File: src/rtl/pfr_pkg.sv
// Shared constants and types for the polynomial-from-roots expander.
`default_nettype none

package pfr_pkg;

    localparam int MAX_DEGREE = 8;
    localparam int CNT_W      = $clog2(MAX_DEGREE + 1);

    localparam int ROOT_W  = 24;
    localparam int COEF_W  = 64;
    localparam int IDX_W   = 3;
    localparam int DEG_W   = 4;
    localparam int FRAC_W  = 20;
    localparam int HALF_W  = COEF_W / 2;
    localparam int MULA_W  = HALF_W + 1;
    localparam int PROD_W  = MULA_W + ROOT_W;
    localparam int ACC_W   = COEF_W + ROOT_W + 2;
    localparam int SH_W    = ACC_W - FRAC_W;
    localparam int DIFF_W  = SH_W + 1;
    localparam int OP_W    = 3;

    localparam int PADDR_W   = 3;
    localparam int PDATA_W   = 32;
    localparam int REG_IDX_W = PADDR_W - 2;

    localparam logic [REG_IDX_W-1:0] REG_DEGREE = '0;
    localparam logic [DEG_W-1:0]     DEG_RESET  = DEG_W'(2);

    localparam logic [OP_W-1:0]   OP_FIRST = '0;
    localparam logic [OP_W-1:0]   OP_LAST  = '1;
    localparam logic [COEF_W-1:0] COEF_ONE = COEF_W'(1) << FRAC_W;
    localparam logic [ACC_W-1:0]  ACC_HALF = ACC_W'(1) << (FRAC_W - 1);

    typedef struct packed {
        logic            vld;
        logic            clr;
        logic [OP_W-1:0] op;
    } t_mac_ctl;

endpackage

`default_nettype wire

File: src/rtl/pfr_cmac.sv
// Shared complex multiply-accumulate unit with rounding, subtraction and saturation.
`default_nettype none

module pfr_cmac import pfr_pkg::*; (
    input  logic                     i_clk,
    input  logic                     i_rst_n,
    input  t_mac_ctl                 i_ctl,
    input  logic [COEF_W-1:0]        i_p_re,
    input  logic [COEF_W-1:0]        i_p_im,
    input  logic signed [ROOT_W-1:0] i_r_re,
    input  logic signed [ROOT_W-1:0] i_r_im,
    input  logic [COEF_W-1:0]        i_base_re,
    input  logic [COEF_W-1:0]        i_base_im,
    output logic [COEF_W-1:0]        o_new_re,
    output logic [COEF_W-1:0]        o_new_im
);

    logic [COEF_W-1:0]        p_sel;
    logic signed [MULA_W-1:0] mul_a;
    logic signed [ROOT_W-1:0] mul_b;
    logic signed [PROD_W-1:0] prod;

    logic signed [PROD_W-1:0] r_prod;
    logic                     r_prod_vld;
    logic                     r_prod_hi;
    logic                     r_prod_neg;
    logic                     r_prod_imag;

    logic signed [ACC_W-1:0] term_ext;
    logic signed [ACC_W-1:0] term;
    logic signed [ACC_W-1:0] r_acc_re;
    logic signed [ACC_W-1:0] r_acc_im;

    function automatic logic [COEF_W-1:0] sub_sat(input logic [COEF_W-1:0] base,
                                                  input logic [ACC_W-1:0] acc);
        logic [SH_W-1:0]   sh;
        logic [DIFF_W-1:0] diff;
        logic [COEF_W-1:0] res;
        sh   = acc[ACC_W-1:FRAC_W];
        diff = {{(DIFF_W - COEF_W){base[COEF_W-1]}}, base} - {sh[SH_W-1], sh};
        if ((&diff[DIFF_W-1:COEF_W-1]) || !(|diff[DIFF_W-1:COEF_W-1])) begin
            res = diff[COEF_W-1:0];
        end else if (diff[DIFF_W-1]) begin
            res = {1'b1, {(COEF_W - 1){1'b0}}};
        end else begin
            res = {1'b0, {(COEF_W - 1){1'b1}}};
        end
        return res;
    endfunction

    always_comb begin
        p_sel = (i_ctl.op[2] ^ i_ctl.op[1]) ? i_p_im : i_p_re;
        if (i_ctl.op[0]) begin
            mul_a = {p_sel[COEF_W-1], p_sel[COEF_W-1:HALF_W]};
        end else begin
            mul_a = {1'b0, p_sel[HALF_W-1:0]};
        end
        mul_b = i_ctl.op[1] ? i_r_im : i_r_re;
        prod  = mul_a * mul_b;
    end

    always_comb begin
        term_ext = {{(ACC_W - PROD_W){r_prod[PROD_W-1]}}, r_prod};
        term     = r_prod_hi ? (term_ext <<< HALF_W) : term_ext;
        if (r_prod_neg) begin
            term = -term;
        end
    end

    always_ff @(posedge i_clk) begin
        if (!i_rst_n) begin
            r_prod_vld <= 1'b0;
        end else begin
            r_prod_vld <= i_ctl.vld;
        end
        r_prod      <= prod;
        r_prod_hi   <= i_ctl.op[0];
        r_prod_neg  <= !i_ctl.op[2] && i_ctl.op[1];
        r_prod_imag <= i_ctl.op[2];
        if (i_ctl.vld && i_ctl.clr) begin
            r_acc_re <= ACC_HALF;
            r_acc_im <= ACC_HALF;
        end else if (r_prod_vld) begin
            if (r_prod_imag) begin
                r_acc_im <= r_acc_im + term;
            end else begin
                r_acc_re <= r_acc_re + term;
            end
        end
    end

    assign o_new_re = sub_sat(i_base_re, r_acc_re);
    assign o_new_im = sub_sat(i_base_im, r_acc_im);

endmodule

`default_nettype wire
File: config.mk
export PLATFORM = sky130hd
export DESIGN_NAME = pfr_cmac
export DESIGN_NICKNAME = d
export VERILOG_FILES = /design/src/rtl/pfr_pkg.sv /design/src/rtl/pfr_cmac.sv
export SDC_FILE = /design/constraint.sdc
export NUM_CORES = 2
export LEC_CHECK = 0
export ABC_AREA = 1
export BUFFER_PORTS_ARGS = -buffer_cell sky130_fd_sc_hd__buf_4
export CAP_MARGIN = 40
export CORE_MARGIN = 2
export CORE_UTILIZATION = 41
export DETAILED_ROUTE_END_ITERATION = 10
export SYNTH_ARGS = -nofsm -noshare
export SYNTH_HDL_FRONTEND = slang
export SYNTH_SLANG_ARGS = --single-unit
File: constraint.sdc
create_clock -name i_clk -period 7.72 [get_ports i_clk]
set_input_delay 1.158 -clock i_clk [delete_from_list [all_inputs] [get_ports i_clk]]
set_output_delay 1.158 -clock i_clk [all_outputs]
set_load 0.01 [all_outputs]
==> reports/summary.txt <==
Vias in the first global route - 72,900
Post-synth ARST share - 0%
Initial Util - 41.3%
First-pass DRT Iterations - 6
Die width - 409 um
DR iter-0 viols - 6,429
Setup TNS - 0 ns
Final count of pins violating max slew - 0
Area of the core - 163,000 sq um
Synth Instances - 10,700
Most common cell after layout, fill and taps aside - nand2_1
Post-synth EDFFs - 0
Hold buffers post-CTS - 0
Most frequent cells in the layout - nand2_1, inv_1, nor2_1
Final ANT Viol Nets - 0
Post-route DRC - 0
Boundary Pins - 439
Critical Path Fanout Max - 12
Top_reg_cell synth - dfxtp_1
Syn. warnings - 0
Per-cell routed wire length - 22.8 um
Area leader, netlist - fa_1
Routability Congestion - 1.04
Unrepaired setup endpoints after global routing - true
CTS buffer count - 30
Worst-Skew Late Latency - 0.64 ns
Routed WL - 315,000 um
Largest net degree at the start of global routing - 73
Critical path arrival - 8.18 ns
Vias - 73,200
Final-report hold violation count - 0
H-Tree Depth - 1
Delay of the slowest critical-path stage - 0.55 ns
CTS Root Cell - clkbuf_16
Outcome - completed
Ratio of final minimum period to clock period - 98.8%
Die area - 167,000 sq um
Clock edge transition at the registers on the reported setup and hold paths - 0.06 ns
Fin crit period - 7.63 ns
Critical Path End Type - register
Synth Area per Inst - 6.28 sq um
Sink Count - 241
Port Buf Inserts - 438
Slew HR - 32.2%
Gr usage total - 36.7%
Hold crit path type - register to register
Layout area overhead - 19.2%
Die H - 409 um
Syn_nets - 12,300
Share of post-route cells with drive strength above 1 - 12.7%
Fin Clk Skew - 0.0216 ns
Clk buf depth - 3
Post-synthesis cell type count - 59
# setup viols final - 0
First-pass GRT wire length - 459,000 um
CP Launch Type - primary input
GR Overflow Total - 0
Final Net Count - 13,200
Post-synthesis sequential area ratio - 7.17%
Worst path slowest cell - fa_1
Initial antenna violation count - 5
CTS tree - yes
Synth top area share - 24.1%
Top post-synthesis cells by area - fa_1, nand2_1, inv_1
Maxcap violations - 0
Cell mode on critical path - fa_1
Upper clock frequency limit - 131 MHz
FF+latch count, synth - 241
Cell area after synthesis - 67,300 sq um
DPL Wire Length - 280,000 um
Critical path class - primary input to register
Critical Path RT - 8.27 ns
Worst-margin pin slew - 1.01 ns
Rows - 148
Via density - 5.30
[Yosys cell counts (43+ instances only)]
master       n
dfxtp_1    241
ha_1       472
nand3_1    363
nand4_1     92
o21ai_0    484
inv_1     2281
o211ai_1    50
clkbuf_1   200
a21oi_1    670
a21o_1      43
xnor2_1    112
nand2_1   2708
nor2_1    1430
xor2_1     230
fa_1       809
nor3_1      67
o21bai_1   101
[what timing repair did]
| action | 4_1_cts | 5_1_grt |
|---|---|---|
| cloned | 0 | 5 |
| pin swaps | 3 | 98 |
| setup buffers | 1 | 32 |
| setup endpoints to repair | 23 | 38 |
| gates resized for setup | 47 | 268 |
[layer usage]
| metal | track usage [%] | wire (um) | vias to the layer above |
|---|---|---|---|
| met2 | 60.1 | 142000 | 3104 |
| li1 | - | - | 34600 |
| met3 | 3.71 | 21000 | 686 |
| met1 | 46.6 | 128000 | 34800 |
| met4 | 22.4 | 24000 | 0 |
| met5 | 0 | 0 | - |
[critical path, delay by kind of cell]
| kind | cells | cell delay (ns) |
|---|---|---|
| xor+xnor | 1 | 0.15 |
| compound gates | 3 | 0.38 |
| simple gates | 9 | 0.95 |
| fa+ha+maj | 9 | 4.14 |
| buf+inv | 12 | 1.38 |
[cell type report]
cell class	count	area [sq um]
diodes	2	5.00
clock buffers	35	821
clock inverters	19	201
fillers	17400	82700
inverters	2298	8650
multi-input cells	7929	53700
flip-flops and latches	241	4830
well taps	2175	2720
repair buffers	1101	9290
[through the flow]
step / area (sq um) / utilization, % / worst slack, ns / cells / hold WS, ns
after floorplan: 67400 / - / 0.000566 / 10700 / 0.448
after global placement: 77500 / 47.5 / -1.03 / 13700 / 0.460
final: 80200 / 49.2 / 0.0930 / 13800 / 0.479
after CTS: 78800 / 48.4 / 0.000219 / 13800 / 0.486
after global routing: 80200 / 49.2 / -0.152 / 13800 / 0.516
after detailed placement: 77700 / 47.7 / -1.07 / 13700 / 0.471
[cells by family (layout without fill, tap and decap cells)]
family | Yosys count | after routing | share of synthesized area [%]
other | 0 | 2 | 0
adder cells (fa/ha/maj) | 1281 | 1281 | 32.8
XOR/XNOR | 342 | 342 | 4.45
AO/OA/AOI/OAI | 1521 | 1521 | 12.5
flip-flops | 241 | 241 | 7.17
AND/OR/NAND/NOR | 4781 | 4781 | 28.4
multiplexers | 4 | 4 | 0.0595
buffers and inverters | 2552 | 3453 | 14.5
[flip-flops by register name, summed over array words and instances, names as in the netlist]
register and count:
r_acc_im 90, r_acc_re 90, r_prod 57, r_prod_hi 1, r_prod_imag 1, r_prod_neg 1, r_prod_vld 1
[worst paths after layout]
check                                  start           end  slack (ns)  cells after the start
worst max-delay path                i_ctl[1]    r_prod[47]        0.09                     34
worst min register to register  r_acc_re[19]  r_acc_re[19]        0.48                      2
worst min-delay path            r_acc_re[19]  r_acc_re[19]        0.48                      2
worst max register to register     r_prod_hi  r_acc_im[70]        1.23                     22
Power is not shown: default switching activity piles up to over one toggle a cycle in this logic, so the estimate is an artifact.
